## src/design/rfbd_pkg.sv

```systemverilog
`default_nettype none
package rfbd_pkg;

   localparam int QUEUE_DEPTH = 4;
   localparam int CSR_INDEX_WIDTH = 3;
   localparam int CSR_DATA_WIDTH = 16;
   localparam int NUM_CHANNELS = 3;

   // register indexes on the configuration port
   localparam logic [CSR_INDEX_WIDTH-1:0] CSR_WIDE_PIXELS = 3'd0;
   localparam logic [CSR_INDEX_WIDTH-1:0] CSR_RED_SHIFT = 3'd1;
   localparam logic [CSR_INDEX_WIDTH-1:0] CSR_GREEN_SHIFT = 3'd2;
   localparam logic [CSR_INDEX_WIDTH-1:0] CSR_BLUE_SHIFT = 3'd3;
   localparam logic [CSR_INDEX_WIDTH-1:0] CSR_RED_MAX = 3'd4;
   localparam logic [CSR_INDEX_WIDTH-1:0] CSR_GREEN_MAX = 3'd5;
   localparam logic [CSR_INDEX_WIDTH-1:0] CSR_BLUE_MAX = 3'd6;

   localparam logic RESET_WIDE_PIXELS = 1'b1;
   localparam logic [4:0] RESET_RED_SHIFT = 5'd16;
   localparam logic [4:0] RESET_GREEN_SHIFT = 5'd8;
   localparam logic [4:0] RESET_BLUE_SHIFT = 5'd0;
   localparam logic [15:0] RESET_CHANNEL_MAX = 16'd255;

   typedef enum logic [2:0] {
      PH_PAD,
      PH_COUNT,
      PH_X,
      PH_Y,
      PH_W,
      PH_H,
      PH_ENC,
      PH_PIXELS
   } phase_type;

   typedef enum logic [1:0] {
      BACK_IDLE,
      BACK_DIVIDE,
      BACK_WAIT
   } back_state_type;

   // one pixel or end marker handed from the parser to the scaler
   typedef struct packed {
      logic [31:0] pix;
      logic [16:0] x;
      logic [16:0] y;
      logic        pixel_valid;
      logic        last_of_update;
   } pixel_cmd_type;

   // channel order: 0 red, 1 green, 2 blue
   typedef struct packed {
      logic [NUM_CHANNELS-1:0][4:0]  shift;
      logic [NUM_CHANNELS-1:0][15:0] max;
   } scale_cfg_type;

   typedef struct packed {
      logic [16:0] rem;
      logic        q;
   } div_step_type;

   // one restoring division step, remainder always below the divisor
   function automatic div_step_type div_step(input logic [16:0] rem,
                                             input logic [16:0] divisor);
      logic [17:0]  dbl;
      div_step_type res;
      dbl = {rem, 1'b0};
      if (dbl >= {1'b0, divisor}) begin
         res.rem = 17'(dbl - {1'b0, divisor});
         res.q = 1'b1;
      end else begin
         res.rem = dbl[16:0];
         res.q = 1'b0;
      end
      return res;
   endfunction

endpackage
`default_nettype wire

```

## src/design/raw_framebuffer_update_decoder_core.sv

```systemverilog
`default_nettype none
// Decodes the body of a remote-framebuffer update (everything after the message
// type byte) one byte per accepted item, taking every rectangle as raw and
// emitting one item per complete pixel with its screen position and 8-bit red,
// green and blue, each scaled as (field & max) * 256 / (max + 1); an update with
// no rectangles, or ending on an empty rectangle, gives one bare end marker.
// A byte parser accepts one byte per cycle and hands pixels to a 4-entry queue;
// the scaler behind it takes one pixel at a time through a load and then four
// radix-4 division steps, run in parallel for the three channels, and bytes are
// stalled only while the queue is full. Configuration registers are read live and
// should be written with the block idle.
module raw_framebuffer_update_decoder_core #(
   parameter int QUEUE_DEPTH = rfbd_pkg::QUEUE_DEPTH
) (
   input  wire logic                                 clock,
   input  wire logic                                 reset,
   input  wire logic                                 req_valid,
   output logic                                      req_stall,
   input  wire logic [7:0]                           req_data_byte,
   output logic                                      rsp_valid,
   input  wire logic                                 rsp_stall,
   output logic [16:0]                               rsp_pixel_x,
   output logic [16:0]                               rsp_pixel_y,
   output logic [7:0]                                rsp_red,
   output logic [7:0]                                rsp_green,
   output logic [7:0]                                rsp_blue,
   output logic                                      rsp_pixel_valid,
   output logic                                      rsp_last_of_update,
   input  wire logic                                 csr_write_enable,
   input  wire logic [rfbd_pkg::CSR_INDEX_WIDTH-1:0] csr_index,
   input  wire logic [rfbd_pkg::CSR_DATA_WIDTH-1:0]  csr_write_data
);

   logic        wide_ff, wide_in;
   logic [4:0]  r_shift_ff, r_shift_in;
   logic [4:0]  g_shift_ff, g_shift_in;
   logic [4:0]  b_shift_ff, b_shift_in;
   logic [15:0] r_limit_ff, r_limit_in;
   logic [15:0] g_limit_ff, g_limit_in;
   logic [15:0] b_limit_ff, b_limit_in;

   rfbd_pkg::scale_cfg_type scale_cfg;
   rfbd_pkg::pixel_cmd_type push_cmd;
   rfbd_pkg::pixel_cmd_type head_cmd;
   logic push_valid;
   logic queue_full;
   logic head_valid;
   logic pop;
   logic byte_accept;

   always_ff @(posedge clock) begin
      if (reset) begin
         wide_ff <= rfbd_pkg::RESET_WIDE_PIXELS;
         r_shift_ff <= rfbd_pkg::RESET_RED_SHIFT;
         g_shift_ff <= rfbd_pkg::RESET_GREEN_SHIFT;
         b_shift_ff <= rfbd_pkg::RESET_BLUE_SHIFT;
         r_limit_ff <= rfbd_pkg::RESET_CHANNEL_MAX;
         g_limit_ff <= rfbd_pkg::RESET_CHANNEL_MAX;
         b_limit_ff <= rfbd_pkg::RESET_CHANNEL_MAX;
      end else begin
         wide_ff <= wide_in;
         r_shift_ff <= r_shift_in;
         g_shift_ff <= g_shift_in;
         b_shift_ff <= b_shift_in;
         r_limit_ff <= r_limit_in;
         g_limit_ff <= g_limit_in;
         b_limit_ff <= b_limit_in;
      end
   end

   always_comb begin
      wide_in = wide_ff;
      r_shift_in = r_shift_ff;
      g_shift_in = g_shift_ff;
      b_shift_in = b_shift_ff;
      r_limit_in = r_limit_ff;
      g_limit_in = g_limit_ff;
      b_limit_in = b_limit_ff;
      if (csr_write_enable) begin
         unique case (csr_index)
            rfbd_pkg::CSR_WIDE_PIXELS: wide_in = csr_write_data[0];
            rfbd_pkg::CSR_RED_SHIFT:   r_shift_in = csr_write_data[4:0];
            rfbd_pkg::CSR_GREEN_SHIFT: g_shift_in = csr_write_data[4:0];
            rfbd_pkg::CSR_BLUE_SHIFT:  b_shift_in = csr_write_data[4:0];
            rfbd_pkg::CSR_RED_MAX:     r_limit_in = csr_write_data;
            rfbd_pkg::CSR_GREEN_MAX:   g_limit_in = csr_write_data;
            rfbd_pkg::CSR_BLUE_MAX:    b_limit_in = csr_write_data;
            default: begin
            end
         endcase
      end
   end

   assign scale_cfg.shift = {b_shift_ff, g_shift_ff, r_shift_ff};
   assign scale_cfg.max = {b_limit_ff, g_limit_ff, r_limit_ff};

   // any byte may produce an item, so hold off input while the queue is full
   assign req_stall = queue_full;
   assign byte_accept = req_valid && !queue_full;

   rfbd_front u_front (
      .clock       (clock),
      .reset       (reset),
      .byte_accept (byte_accept),
      .data_byte   (req_data_byte),
      .wide_pixels (wide_ff),
      .push_valid  (push_valid),
      .push_cmd    (push_cmd)
   );

   rfbd_queue #(
      .DEPTH (QUEUE_DEPTH)
   ) u_queue (
      .clock      (clock),
      .reset      (reset),
      .push_valid (push_valid),
      .push_cmd   (push_cmd),
      .pop        (pop),
      .full       (queue_full),
      .head_valid (head_valid),
      .head_cmd   (head_cmd)
   );

   rfbd_back u_back (
      .clock              (clock),
      .reset              (reset),
      .head_valid         (head_valid),
      .head_cmd           (head_cmd),
      .scale_cfg          (scale_cfg),
      .pop                (pop),
      .rsp_stall          (rsp_stall),
      .rsp_valid          (rsp_valid),
      .rsp_pixel_x        (rsp_pixel_x),
      .rsp_pixel_y        (rsp_pixel_y),
      .rsp_red            (rsp_red),
      .rsp_green          (rsp_green),
      .rsp_blue           (rsp_blue),
      .rsp_pixel_valid    (rsp_pixel_valid),
      .rsp_last_of_update (rsp_last_of_update)
   );

endmodule
`default_nettype wire

```

## src/design/rfbd_front.sv

```systemverilog
`default_nettype none
module rfbd_front (
   input  wire logic                   clock,
   input  wire logic                   reset,
   input  wire logic                   byte_accept,
   input  wire logic [7:0]             data_byte,
   input  wire logic                   wide_pixels,
   output logic                        push_valid,
   output rfbd_pkg::pixel_cmd_type     push_cmd
);

   rfbd_pkg::phase_type phase_ff, phase_in;
   logic [1:0]  count_ff, count_in;
   logic [15:0] rects_ff, rects_in;
   logic [15:0] hdr_ff, hdr_in;
   logic [15:0] rect_x_ff, rect_x_in;
   logic [15:0] rect_y_ff, rect_y_in;
   logic [15:0] rect_w_ff, rect_w_in;
   logic [15:0] rect_h_ff, rect_h_in;
   logic [15:0] col_ff, col_in;
   logic [15:0] row_ff, row_in;
   logic [31:0] asm_ff, asm_in;

   logic [31:0] asm_next;
   logic [15:0] hdr_next;
   logic [1:0]  pix_need;
   logic [1:0]  hdr_need;
   logic        end_last;
   logic        close_rect;

   always_ff @(posedge clock) begin
      if (reset) begin
         phase_ff <= rfbd_pkg::PH_PAD;
         count_ff <= '0;
         rects_ff <= '0;
         hdr_ff <= '0;
         rect_x_ff <= '0;
         rect_y_ff <= '0;
         rect_w_ff <= '0;
         rect_h_ff <= '0;
         col_ff <= '0;
         row_ff <= '0;
         asm_ff <= '0;
      end else begin
         phase_ff <= phase_in;
         count_ff <= count_in;
         rects_ff <= rects_in;
         hdr_ff <= hdr_in;
         rect_x_ff <= rect_x_in;
         rect_y_ff <= rect_y_in;
         rect_w_ff <= rect_w_in;
         rect_h_ff <= rect_h_in;
         col_ff <= col_in;
         row_ff <= row_in;
         asm_ff <= asm_in;
      end
   end

   always_comb begin
      phase_in = phase_ff;
      count_in = count_ff;
      rects_in = rects_ff;
      hdr_in = hdr_ff;
      rect_x_in = rect_x_ff;
      rect_y_in = rect_y_ff;
      rect_w_in = rect_w_ff;
      rect_h_in = rect_h_ff;
      col_in = col_ff;
      row_in = row_ff;
      asm_in = asm_ff;
      push_valid = 1'b0;
      push_cmd = '0;
      close_rect = 1'b0;

      // pixels arrive little-endian, header words big-endian
      asm_next = asm_ff | (32'(data_byte) << {count_ff, 3'b000});
      hdr_next = {hdr_ff[7:0], data_byte};
      pix_need = wide_pixels ? 2'd3 : 2'd1;
      hdr_need = (phase_ff == rfbd_pkg::PH_ENC) ? 2'd3 : 2'd1;
      end_last = (rects_ff <= 16'd1);

      if (byte_accept) begin
         unique case (phase_ff)
            rfbd_pkg::PH_PIXELS: begin
               if (count_ff < pix_need) begin
                  count_in = count_ff + 2'd1;
                  asm_in = asm_next;
               end else begin
                  push_valid = 1'b1;
                  push_cmd.pix = wide_pixels ? asm_next : {16'd0, asm_next[15:0]};
                  push_cmd.x = 17'(rect_x_ff) + 17'(col_ff);
                  push_cmd.y = 17'(rect_y_ff) + 17'(row_ff);
                  push_cmd.pixel_valid = 1'b1;
                  count_in = '0;
                  asm_in = '0;
                  if ((17'(col_ff) + 17'd1) >= 17'(rect_w_ff)) begin
                     col_in = '0;
                     if ((17'(row_ff) + 17'd1) >= 17'(rect_h_ff)) begin
                        row_in = '0;
                        close_rect = 1'b1;
                        push_cmd.last_of_update = end_last;
                     end else begin
                        row_in = row_ff + 16'd1;
                     end
                  end else begin
                     col_in = col_ff + 16'd1;
                  end
               end
            end
            rfbd_pkg::PH_COUNT, rfbd_pkg::PH_X, rfbd_pkg::PH_Y, rfbd_pkg::PH_W,
            rfbd_pkg::PH_H, rfbd_pkg::PH_ENC: begin
               if (count_ff < hdr_need) begin
                  count_in = count_ff + 2'd1;
                  hdr_in = hdr_next;
               end else begin
                  count_in = '0;
                  hdr_in = '0;
                  unique case (phase_ff)
                     rfbd_pkg::PH_COUNT: begin
                        if (hdr_next == 16'd0) begin
                           rects_in = '0;
                           phase_in = rfbd_pkg::PH_PAD;
                           push_valid = 1'b1;
                           push_cmd.last_of_update = 1'b1;
                        end else begin
                           rects_in = hdr_next;
                           phase_in = rfbd_pkg::PH_X;
                        end
                     end
                     rfbd_pkg::PH_X: begin
                        rect_x_in = hdr_next;
                        phase_in = rfbd_pkg::PH_Y;
                     end
                     rfbd_pkg::PH_Y: begin
                        rect_y_in = hdr_next;
                        phase_in = rfbd_pkg::PH_W;
                     end
                     rfbd_pkg::PH_W: begin
                        rect_w_in = hdr_next;
                        phase_in = rfbd_pkg::PH_H;
                     end
                     rfbd_pkg::PH_H: begin
                        rect_h_in = hdr_next;
                        phase_in = rfbd_pkg::PH_ENC;
                     end
                     default: begin
                        // encoding word is dropped, rectangle taken as raw
                        col_in = '0;
                        row_in = '0;
                        asm_in = '0;
                        if (rect_w_ff == 16'd0 || rect_h_ff == 16'd0) begin
                           close_rect = 1'b1;
                           push_valid = end_last;
                           push_cmd.last_of_update = 1'b1;
                        end else begin
                           phase_in = rfbd_pkg::PH_PIXELS;
                        end
                     end
                  endcase
               end
            end
            default: begin
               // padding byte
               phase_in = rfbd_pkg::PH_COUNT;
               count_in = '0;
               hdr_in = '0;
            end
         endcase

         if (close_rect) begin
            count_in = '0;
            if (end_last) begin
               rects_in = '0;
               phase_in = rfbd_pkg::PH_PAD;
            end else begin
               rects_in = rects_ff - 16'd1;
               phase_in = rfbd_pkg::PH_X;
            end
         end
      end
   end

endmodule
`default_nettype wire

```

## src/design/rfbd_queue.sv

```systemverilog
`default_nettype none
module rfbd_queue #(
   parameter int DEPTH = rfbd_pkg::QUEUE_DEPTH
) (
   input  wire logic                    clock,
   input  wire logic                    reset,
   input  wire logic                    push_valid,
   input  rfbd_pkg::pixel_cmd_type      push_cmd,
   input  wire logic                    pop,
   output logic                         full,
   output logic                         head_valid,
   output rfbd_pkg::pixel_cmd_type      head_cmd
);

   localparam int AW = (DEPTH > 1) ? $clog2(DEPTH) : 1;
   localparam int CW = $clog2(DEPTH + 1);

   rfbd_pkg::pixel_cmd_type entries_ff [DEPTH];
   logic [AW-1:0] wr_ptr_ff, wr_ptr_in;
   logic [AW-1:0] rd_ptr_ff, rd_ptr_in;
   logic [CW-1:0] count_ff, count_in;
   logic          do_push;
   logic          do_pop;

   assign full = (count_ff == CW'(DEPTH));
   assign head_valid = (count_ff != '0);
   assign head_cmd = entries_ff[rd_ptr_ff];
   assign do_push = push_valid && !full;
   assign do_pop = pop && head_valid;

   always_comb begin
      wr_ptr_in = wr_ptr_ff;
      rd_ptr_in = rd_ptr_ff;
      count_in = count_ff;
      if (do_push) begin
         wr_ptr_in = (wr_ptr_ff == AW'(DEPTH - 1)) ? '0 : wr_ptr_ff + AW'(1);
      end
      if (do_pop) begin
         rd_ptr_in = (rd_ptr_ff == AW'(DEPTH - 1)) ? '0 : rd_ptr_ff + AW'(1);
      end
      if (do_push && !do_pop) begin
         count_in = count_ff + CW'(1);
      end else if (do_pop && !do_push) begin
         count_in = count_ff - CW'(1);
      end
   end

   always_ff @(posedge clock) begin
      if (reset) begin
         wr_ptr_ff <= '0;
         rd_ptr_ff <= '0;
         count_ff <= '0;
      end else begin
         wr_ptr_ff <= wr_ptr_in;
         rd_ptr_ff <= rd_ptr_in;
         count_ff <= count_in;
      end
   end

   always_ff @(posedge clock) begin
      if (do_push) begin
         entries_ff[wr_ptr_ff] <= push_cmd;
      end
   end

endmodule
`default_nettype wire

```

## src/design/rfbd_back.sv

```systemverilog
`default_nettype none
module rfbd_back (
   input  wire logic                 clock,
   input  wire logic                 reset,
   input  wire logic                 head_valid,
   input  rfbd_pkg::pixel_cmd_type   head_cmd,
   input  rfbd_pkg::scale_cfg_type   scale_cfg,
   output logic                      pop,
   input  wire logic                 rsp_stall,
   output logic                      rsp_valid,
   output logic [16:0]               rsp_pixel_x,
   output logic [16:0]               rsp_pixel_y,
   output logic [7:0]                rsp_red,
   output logic [7:0]                rsp_green,
   output logic [7:0]                rsp_blue,
   output logic                      rsp_pixel_valid,
   output logic                      rsp_last_of_update
);

   localparam int NCH = rfbd_pkg::NUM_CHANNELS;

   rfbd_pkg::back_state_type state_ff, state_in;
   logic [1:0]  step_ff, step_in;
   logic [16:0] rem_ff [NCH];
   logic [16:0] rem_in [NCH];
   logic [16:0] div_ff [NCH];
   logic [16:0] div_in [NCH];
   logic [7:0]  quo_ff [NCH];
   logic [7:0]  quo_in [NCH];
   logic [16:0] x_ff, x_in;
   logic [16:0] y_ff, y_in;
   logic        pv_ff, pv_in;
   logic        last_ff, last_in;

   logic        rsp_valid_ff, rsp_valid_in;
   logic [16:0] rsp_x_ff, rsp_x_in;
   logic [16:0] rsp_y_ff, rsp_y_in;
   logic [7:0]  rsp_r_ff, rsp_r_in;
   logic [7:0]  rsp_g_ff, rsp_g_in;
   logic [7:0]  rsp_b_ff, rsp_b_in;
   logic        rsp_pv_ff, rsp_pv_in;
   logic        rsp_last_ff, rsp_last_in;

   rfbd_pkg::div_step_type first_step [NCH];
   rfbd_pkg::div_step_type second_step [NCH];
   logic [31:0] shifted [NCH];
   logic        out_free;
   logic        load;

   assign rsp_valid = rsp_valid_ff;
   assign rsp_pixel_x = rsp_x_ff;
   assign rsp_pixel_y = rsp_y_ff;
   assign rsp_red = rsp_r_ff;
   assign rsp_green = rsp_g_ff;
   assign rsp_blue = rsp_b_ff;
   assign rsp_pixel_valid = rsp_pv_ff;
   assign rsp_last_of_update = rsp_last_ff;

   always_ff @(posedge clock) begin
      if (reset) begin
         state_ff <= rfbd_pkg::BACK_IDLE;
         step_ff <= '0;
         rsp_valid_ff <= 1'b0;
      end else begin
         state_ff <= state_in;
         step_ff <= step_in;
         rsp_valid_ff <= rsp_valid_in;
      end
   end

   always_ff @(posedge clock) begin
      for (int c = 0; c < NCH; c++) begin
         rem_ff[c] <= rem_in[c];
         div_ff[c] <= div_in[c];
         quo_ff[c] <= quo_in[c];
      end
      x_ff <= x_in;
      y_ff <= y_in;
      pv_ff <= pv_in;
      last_ff <= last_in;
      rsp_x_ff <= rsp_x_in;
      rsp_y_ff <= rsp_y_in;
      rsp_r_ff <= rsp_r_in;
      rsp_g_ff <= rsp_g_in;
      rsp_b_ff <= rsp_b_in;
      rsp_pv_ff <= rsp_pv_in;
      rsp_last_ff <= rsp_last_in;
   end

   always_comb begin
      state_in = state_ff;
      step_in = step_ff;
      x_in = x_ff;
      y_in = y_ff;
      pv_in = pv_ff;
      last_in = last_ff;
      rsp_valid_in = rsp_valid_ff && rsp_stall;
      rsp_x_in = rsp_x_ff;
      rsp_y_in = rsp_y_ff;
      rsp_r_in = rsp_r_ff;
      rsp_g_in = rsp_g_ff;
      rsp_b_in = rsp_b_ff;
      rsp_pv_in = rsp_pv_ff;
      rsp_last_in = rsp_last_ff;
      out_free = !rsp_valid_ff || !rsp_stall;
      load = 1'b0;

      for (int c = 0; c < NCH; c++) begin
         rem_in[c] = rem_ff[c];
         div_in[c] = div_ff[c];
         quo_in[c] = quo_ff[c];
         // two quotient bits a cycle
         first_step[c] = rfbd_pkg::div_step(rem_ff[c], div_ff[c]);
         second_step[c] = rfbd_pkg::div_step(first_step[c].rem, div_ff[c]);
         shifted[c] = head_cmd.pix >> scale_cfg.shift[c];
      end

      unique case (state_ff)
         rfbd_pkg::BACK_IDLE: begin
            load = head_valid;
         end
         rfbd_pkg::BACK_DIVIDE: begin
            for (int c = 0; c < NCH; c++) begin
               rem_in[c] = second_step[c].rem;
               quo_in[c] = {quo_ff[c][5:0], first_step[c].q, second_step[c].q};
            end
            step_in = step_ff + 2'd1;
            if (step_ff == 2'd3) begin
               state_in = rfbd_pkg::BACK_WAIT;
            end
         end
         default: begin
            if (out_free) begin
               rsp_valid_in = 1'b1;
               rsp_x_in = x_ff;
               rsp_y_in = y_ff;
               rsp_r_in = quo_ff[0];
               rsp_g_in = quo_ff[1];
               rsp_b_in = quo_ff[2];
               rsp_pv_in = pv_ff;
               rsp_last_in = last_ff;
               state_in = rfbd_pkg::BACK_IDLE;
               load = head_valid;
            end
         end
      endcase

      if (load) begin
         // quotient of field*256/(max+1) fits eight bits since field <= max
         for (int c = 0; c < NCH; c++) begin
            rem_in[c] = {1'b0, shifted[c][15:0] & scale_cfg.max[c]};
            div_in[c] = {1'b0, scale_cfg.max[c]} + 17'd1;
            quo_in[c] = '0;
         end
         x_in = head_cmd.x;
         y_in = head_cmd.y;
         pv_in = head_cmd.pixel_valid;
         last_in = head_cmd.last_of_update;
         step_in = '0;
         state_in = rfbd_pkg::BACK_DIVIDE;
      end
      pop = load;
   end

endmodule
`default_nettype wire
```

## config.mk

```make
export PLATFORM = sky130hd
export DESIGN_NAME = raw_framebuffer_update_decoder_core
export DESIGN_NICKNAME = d
export VERILOG_FILES = /design/src/design/rfbd_pkg.sv /design/src/design/raw_framebuffer_update_decoder_core.sv /design/src/design/rfbd_front.sv /design/src/design/rfbd_queue.sv /design/src/design/rfbd_back.sv
export SDC_FILE = /design/constraint.sdc
export NUM_CORES = 2
export LEC_CHECK = 0
export BUFFER_PORTS_ARGS = -buffer_cell sky130_fd_sc_hd__buf_2
export CAP_MARGIN = 20
export CORE_ASPECT_RATIO = 1.25
export CORE_UTILIZATION = 40
export CTS_BUF_LIST = sky130_fd_sc_hd__clkbuf_4 sky130_fd_sc_hd__clkbuf_8
export CTS_CLUSTER_SIZE = 25
export DETAILED_ROUTE_END_ITERATION = 10
export RECOVER_POWER = 25
export SETUP_SLACK_MARGIN = 0.05
export SLEW_MARGIN = 25
export SYNTH_ARGS = -nofsm -noshare
export SYNTH_HDL_FRONTEND = slang
export SYNTH_SLANG_ARGS = --single-unit
export TNS_END_PERCENT = 1
```

## constraint.sdc

```tcl
create_clock -name clock -period 13.6 [get_ports clock]
set_input_delay 1.36 -clock clock [delete_from_list [all_inputs] [get_ports clock]]
set_output_delay 1.36 -clock clock [all_outputs]
set_load 0.03 [all_outputs]
```

* Yosys cells after proc, flatten, opt, wreduce, memory -nomap -nowiden
Memory sizes are Yosys's and may differ from the RTL's. A register that Yosys moved wholly into a read port is not among the register bits.
Cells that the tools add are included.
** Cells by class
- Eq/ne operators :: 29
- Muxes and demuxes :: 85
- Bitwise gates (word level) :: 8
- Reduce and logical (&&, ||, !) cells :: 50
- Shift operators :: 4
- $add $sub $neg :: 22
- Order comparisons :: 11
** Operator list (count)
- $mux 16 :: 13
- $mux 51 :: 3
- $mux 68 :: 2
- $mux 32 :: 4
- $ge 18x17->1 :: 6
- $mux 18 :: 6
- $sub 17x17->17 :: 6
- $shr 32x5->16 :: 3
- $add 16x1->17 const B :: 5
- $mux 67 :: 1
- $pmux 16 s2 :: 2
- $pmux 32 s2 :: 1
- $and 16x16->16 :: 3
- $logic_not 16->1 :: 3
- $mux 24 :: 2
- $add 16x16->17 :: 2
- $ge 17x16->1 :: 2
- $add 16x1->16 const B :: 2
- $or 32x32->32 :: 1
- $shl 8x5->32 :: 1
- $reduce_and 4->1 :: 7
- $mux 2 :: 13
- $eq 3x3->1 const B :: 8
- $mux 1 :: 21
- 38 further kinds :: 92
** Storage, ports and cells
- Memories kept :: 4
- Bits of input ports :: 32
- Word-level logic and storage cells :: 249
- Bits in registers :: 329
- Output and inout port bits :: 62
- RAM bits :: 398
** Memories
- u_queue.entries_ff :: words 4, bits a word 68, rd ports 1, clocked after memory_dff 1, wr ports 1, line rfbd_queue.sv:18 : rfbd_pkg::pixel_cmd_type entries_ff [DEPTH];
- u_back.div_ff :: words 3, bits a word 17, rd ports 3, clocked after memory_dff 0, wr ports 3, line rfbd_back.sv:26 : logic [16:0] div_ff [NCH];
- u_back.rem_ff :: words 3, bits a word 17, rd ports 3, clocked after memory_dff 0, wr ports 3, line rfbd_back.sv:24 : logic [16:0] rem_ff [NCH];
- u_back.quo_ff :: words 3, bits a word 8, rd ports 3, clocked after memory_dff 0, wr ports 3, line rfbd_back.sv:28 : logic [7:0] quo_ff [NCH];

* Logic depth before layout (Yosys ltp)
- Depth in word-level cells :: 12
- Gate-level depth with buffers :: 24

* Modules after synthesis
From an unflattened synthesis, not the netlist that was laid out.
** Unflattened totals
- Cell total of the unflattened synthesis :: 3733
- Area, all modules :: 40247.4 µm²
** By module, submodules not included
- rfbd_back :: seq. area each 6496.2 µm², times used 1, area an instance 17817.1 µm², cells each 1831
- rfbd_queue :: seq. area each 8348.0 µm², times used 1, area an instance 10307.4 µm², cells each 406
- rfbd_front :: seq. area each 3143.0 µm², times used 1, area an instance 9550.4 µm², cells each 1253
- raw_framebuffer_update_decoder_core :: seq. area each 1281.2 µm², times used 1, area an instance 2572.5 µm², cells each 243

* Least setup slack after synthesis
Ideal clock, no wire load.
- Kind :: input to register
- Start :: input port rsp_stall
- End :: register u_back.rsp_b_ff[0], in the netlist u_back.rsp_blue[0], read port of u_back.quo_ff (enable)
- Library setup time :: 0.569 ns
- Cell stages on the path :: 1
- Data arrival time :: 5.715 ns
- Required time :: 13.031 ns
- Setup slack :: 7.315 ns
- Cell sequence :: a21boi_0
** On the way
- Word-level cells in the longest chain between the ends :: 3
** RTL lines
- from (decl) :: line raw_framebuffer_update_decoder_core.sv:21 : input wire logic rsp_stall,
- $logic_not 1->1 :: line rfbd_back.sv:105 : out_free = !rsp_valid_ff || !rsp_stall;
- $logic_or 1x1->1 :: line rfbd_back.sv:105
- $reduce_and 2->1 (no source line)
- to (decl) :: line rfbd_back.sv:40 : logic [7:0] rsp_b_ff, rsp_b_in;
No other way between the ends.
A chain may end at the register's enable or synchronous reset.

==> run metrics <==
gpl congestion 0.885; clock buffer count from CTS 117; DP Wirelength 74200 um; most instantiated flip-flop cell in the synthesis netlist sky130_fd_sc_hd__edfxtp_1; final count of hold timing violations 0; worst setup slack before clock tree synthesis 7.65 ns; number of remaining DRC errors 0; shortest clock period the worst path allows after layout 6.03 ns; vias in the first global route 29434; wire length of the first global-routing pass 165000 um; source-to-sink clock delay at the later pin of the worst-skew pair 0.81 ns; largest clock skew in the final design 0.0516 ns; slew at the pin with the worst max-slew slack 4.04 ns; horizontal die dimension 287 um; Pwr Density 245 mW/mm2; Die Area 0.103 mm2; data required time of the critical path 14.12 ns; number of H-tree levels 3; gate count of the mapped netlist 4009; Worst Path Arrival 6.55 ns; status finished, violations left; Detailed Routing Iterations Pass 1 5; highest attainable clock frequency 166 MHz; switching part of the total power 0.420; number of maximum-capacitance constraint violations 8; routed via count 30412; largest net degree at the start of global routing 84; overall global routing resource usage 0.204; Post-DRT Antenna Nets 0; number of endpoints failing setup at the final stage 0; maximum fanout along the worst path 30; clock sink count 729; Worst Setup Path Type reg2reg; Comb power frac 0.541; clock share of power 0.190; switching power of the nets 4600 uW; maximum buffer depth of the clock tree 3; starting density of the core 0.404; signed area change from the synthesized netlist to the final layout 10.4%; Port Buf Inserts 93; initial antenna violation count 1; sequential group share of total power 0.270; final routed wirelength across all metal layers 106000 um; TritonCTS clock tree yes; number of pins exceeding their max-slew limit in the final report 367; post-cts resize count 0; number of placed cells counting well taps 5251; gr ovfl total 0; summed instance area of the synthesized netlist 0.0406 mm2; via/cell ratio 5.56; post-synthesis average cell area 10.1 um2; cts-stage hold buffer count 0; Overall Power 11000 uW; Power Internal 6370 uW; Worst Hold Class reg2reg; fraction of synthesis flops using an asynchronous set or reset pin 0; Critical Path End Type flip-flop; setup repair after global routing missed its margin no; kind of launch point of the worst setup path flip-flop; worst relative slew slack -1.72; failing checks max-capacitance violations, max-slew violations; num ports 94; Period Utilization, post-route 0.443; final non-filler cell total 5474; drt first-iter violations 2025; number of nets in the layout 4267; Yosys cell types 94; number of rows in the core area 130; core box area 0.101 mm2; setup slack of the critical path after layout 7.57 ns; CTS clk-pin slew, worst paths 0.07 ns; sequential area share after synthesis 0.475; register bit total from synthesis 729; Worst VDD drop 0.210 mV; layout cells sized above 1 0.131; clock root buffer sky130_fd_sc_hd__clkbuf_8; total nets after synthesis 4226; Syn. warnings 0; Static Leakage 0.0168 uW; Die Y-Extent 358 um; number of enable flip-flop cells after synthesis 467; Post CTS Setup Buffer Count 0; routed len/inst 19.4 um; setup_tns 0 ns
-- power by group through the flow --
stage	Clock [uW]	Sequential [uW]	Combinational (uW)
3_5_place_dp	0	3000	5880
5_1_grt	2220	2990	6580
3_3_place_gp	0	3000	5830
6_report	2080	2960	5930
2_1_floorplan	0	2930	4670
4_1_cts	2130	2960	5910
-- sequential cells by signal, summed over array words and instances (netlist names), 17 cells and up, named ones only --
signal,flops
u_front.asm_ff,32
u_back.x_ff,17
u_back.rsp_pixel_x,17
u_queue.entries_ff,272
u_back.y_ff,17
u_back.rem_ff,51
u_back.rsp_pixel_y,17
u_back.quo_ff,24
u_back.div_ff,51
-- worst max-delay path, stage by stage (launching register included) --
cell and delay, ns:
sky130_fd_sc_hd__edfxtp_1 0.42, sky130_fd_sc_hd__inv_1 0.14, sky130_fd_sc_hd__fa_1 0.47, sky130_fd_sc_hd__nand3_1 0.13, sky130_fd_sc_hd__a21oi_1 0.11, sky130_fd_sc_hd__o41ai_1 0.57, sky130_fd_sc_hd__and2b_1 0.28, sky130_fd_sc_hd__o31a_1 0.15
sky130_fd_sc_hd__buf_4 0.29, sky130_fd_sc_hd__mux2_2 0.40, sky130_fd_sc_hd__ha_1 0.35, sky130_fd_sc_hd__a21o_1 0.23, sky130_fd_sc_hd__a211oi_1 0.21, sky130_fd_sc_hd__or3b_4 0.43, sky130_fd_sc_hd__a211oi_2 0.31, sky130_fd_sc_hd__o21bai_1 0.13
sky130_fd_sc_hd__a21oi_2 0.20, sky130_fd_sc_hd__o211ai_2 0.12, sky130_fd_sc_hd__buf_4 0.25, sky130_fd_sc_hd__mux2_1 0.35, sky130_fd_sc_hd__a32o_1 0.20
-- per-stage QoR --
| step | util | cell area (um2) | hold slack [ns] |
|---|---|---|---|
| final | 0.446 | 44800 | 0.409 |
| after global routing | 0.446 | 44800 | 0.423 |
| after CTS | 0.446 | 44800 | 0.406 |
| after detailed placement | 0.420 | 42200 | 0.405 |
| after global placement | 0.420 | 42200 | 0.404 |
| after floorplan | - | 40600 | 0.400 |
-- layer usage --
metal,global-route usage,share of wire,up-vias
met5,0,0,-
met4,0.0859,0.037,0
met3,0.0251,0.043,211
met2,0.360,0.50,730
met1,0.250,0.42,14680
li1,-,-,14791
-- cell usage in the layout (no fill, tap or decap), types with 91 or more instances in the layout --
master                     synthesis  routed
sky130_fd_sc_hd__nand2_1         552     551
sky130_fd_sc_hd__edfxtp_1        467     467
sky130_fd_sc_hd__a21oi_1         358     358
sky130_fd_sc_hd__nor2_1          330     326
sky130_fd_sc_hd__dfxtp_1         262     258
sky130_fd_sc_hd__o21ai_0         213     213
sky130_fd_sc_hd__ha_1            179     179
sky130_fd_sc_hd__mux2i_1         165     165
sky130_fd_sc_hd__inv_1           158     155
sky130_fd_sc_hd__nand3_1         143     142
sky130_fd_sc_hd__clkbuf_8          0     130
sky130_fd_sc_hd__xnor2_1          94      94
sky130_fd_sc_hd__mux4_2           93      93
sky130_fd_sc_hd__buf_2            23      91
-- synthesized netlist by cell type (25+ instances only) --
| cell | n | area, um2 |
|---|---|---|
| sky130_fd_sc_hd__xnor2_1 | 94 | 823 |
| sky130_fd_sc_hd__nand4_1 | 30 | 188 |
| sky130_fd_sc_hd__nand2_1 | 552 | 2070 |
| sky130_fd_sc_hd__edfxtp_1 | 467 | 14000 |
| sky130_fd_sc_hd__mux2_2 | 64 | 721 |
| sky130_fd_sc_hd__xor2_1 | 73 | 639 |
| sky130_fd_sc_hd__o211ai_1 | 27 | 203 |
| sky130_fd_sc_hd__nor4_1 | 28 | 175 |
| sky130_fd_sc_hd__a31oi_1 | 25 | 156 |
| sky130_fd_sc_hd__clkbuf_1 | 159 | 597 |
| sky130_fd_sc_hd__ha_1 | 179 | 2240 |
| sky130_fd_sc_hd__dfxtp_1 | 262 | 5250 |
| sky130_fd_sc_hd__nand2b_1 | 27 | 169 |
| sky130_fd_sc_hd__o21ai_0 | 213 | 1070 |
| sky130_fd_sc_hd__nor3_1 | 49 | 245 |
| sky130_fd_sc_hd__a21o_1 | 45 | 338 |
| sky130_fd_sc_hd__nor2_1 | 330 | 1240 |
| sky130_fd_sc_hd__nand3_1 | 143 | 716 |
| sky130_fd_sc_hd__a21oi_1 | 358 | 1790 |
| sky130_fd_sc_hd__mux2i_1 | 165 | 1650 |
| sky130_fd_sc_hd__inv_1 | 158 | 593 |
| sky130_fd_sc_hd__mux4_2 | 93 | 2090 |
| sky130_fd_sc_hd__a211oi_1 | 34 | 255 |
| sky130_fd_sc_hd__and3_1 | 45 | 282 |
| sky130_fd_sc_hd__o22ai_1 | 25 | 156 |
-- layout make-up --
type | count | area [um2]
fill | 9627 | 55700
multi-input combinational | 2907 | 19900
sequential | 729 | 19300
clock buffer | 173 | 2110
tap | 1320 | 1650
timing repair buffer | 134 | 752
inverter | 161 | 606
clock inverter | 47 | 518
antenna | 3 | 7.51
-- final timing paths --
check,startpoint,to,slack (ns),depth (start not counted)
hold reg to reg,u_back.y_ff[1],u_back.rsp_pixel_y[1],0.41,0
setup / recovery,u_back.div_ff[0][17],u_back.rem_ff[0][24],7.57,20
setup reg to reg,u_back.div_ff[0][17],u_back.rem_ff[0][24],7.57,20
hold / removal,u_back.y_ff[1],u_back.rsp_pixel_y[1],0.41,0
-- cells by family (layout without fill, tap and decap cells) --
group                    Yosys count  in the layout  synth area share
adder cells (fa/ha/maj)          185            185            0.0582
flip-flops                       729            729             0.475
buffers and inverters            373            515            0.0366
AO/OA/AOI/OAI                    911            911             0.137
multiplexers                     327            327             0.112
XOR/XNOR                         167            167            0.0361
other                              0              3                 0
AND/OR/NAND/NOR                 1317           1317             0.145
No activity file was read; power rests on OpenSTA's default activity.
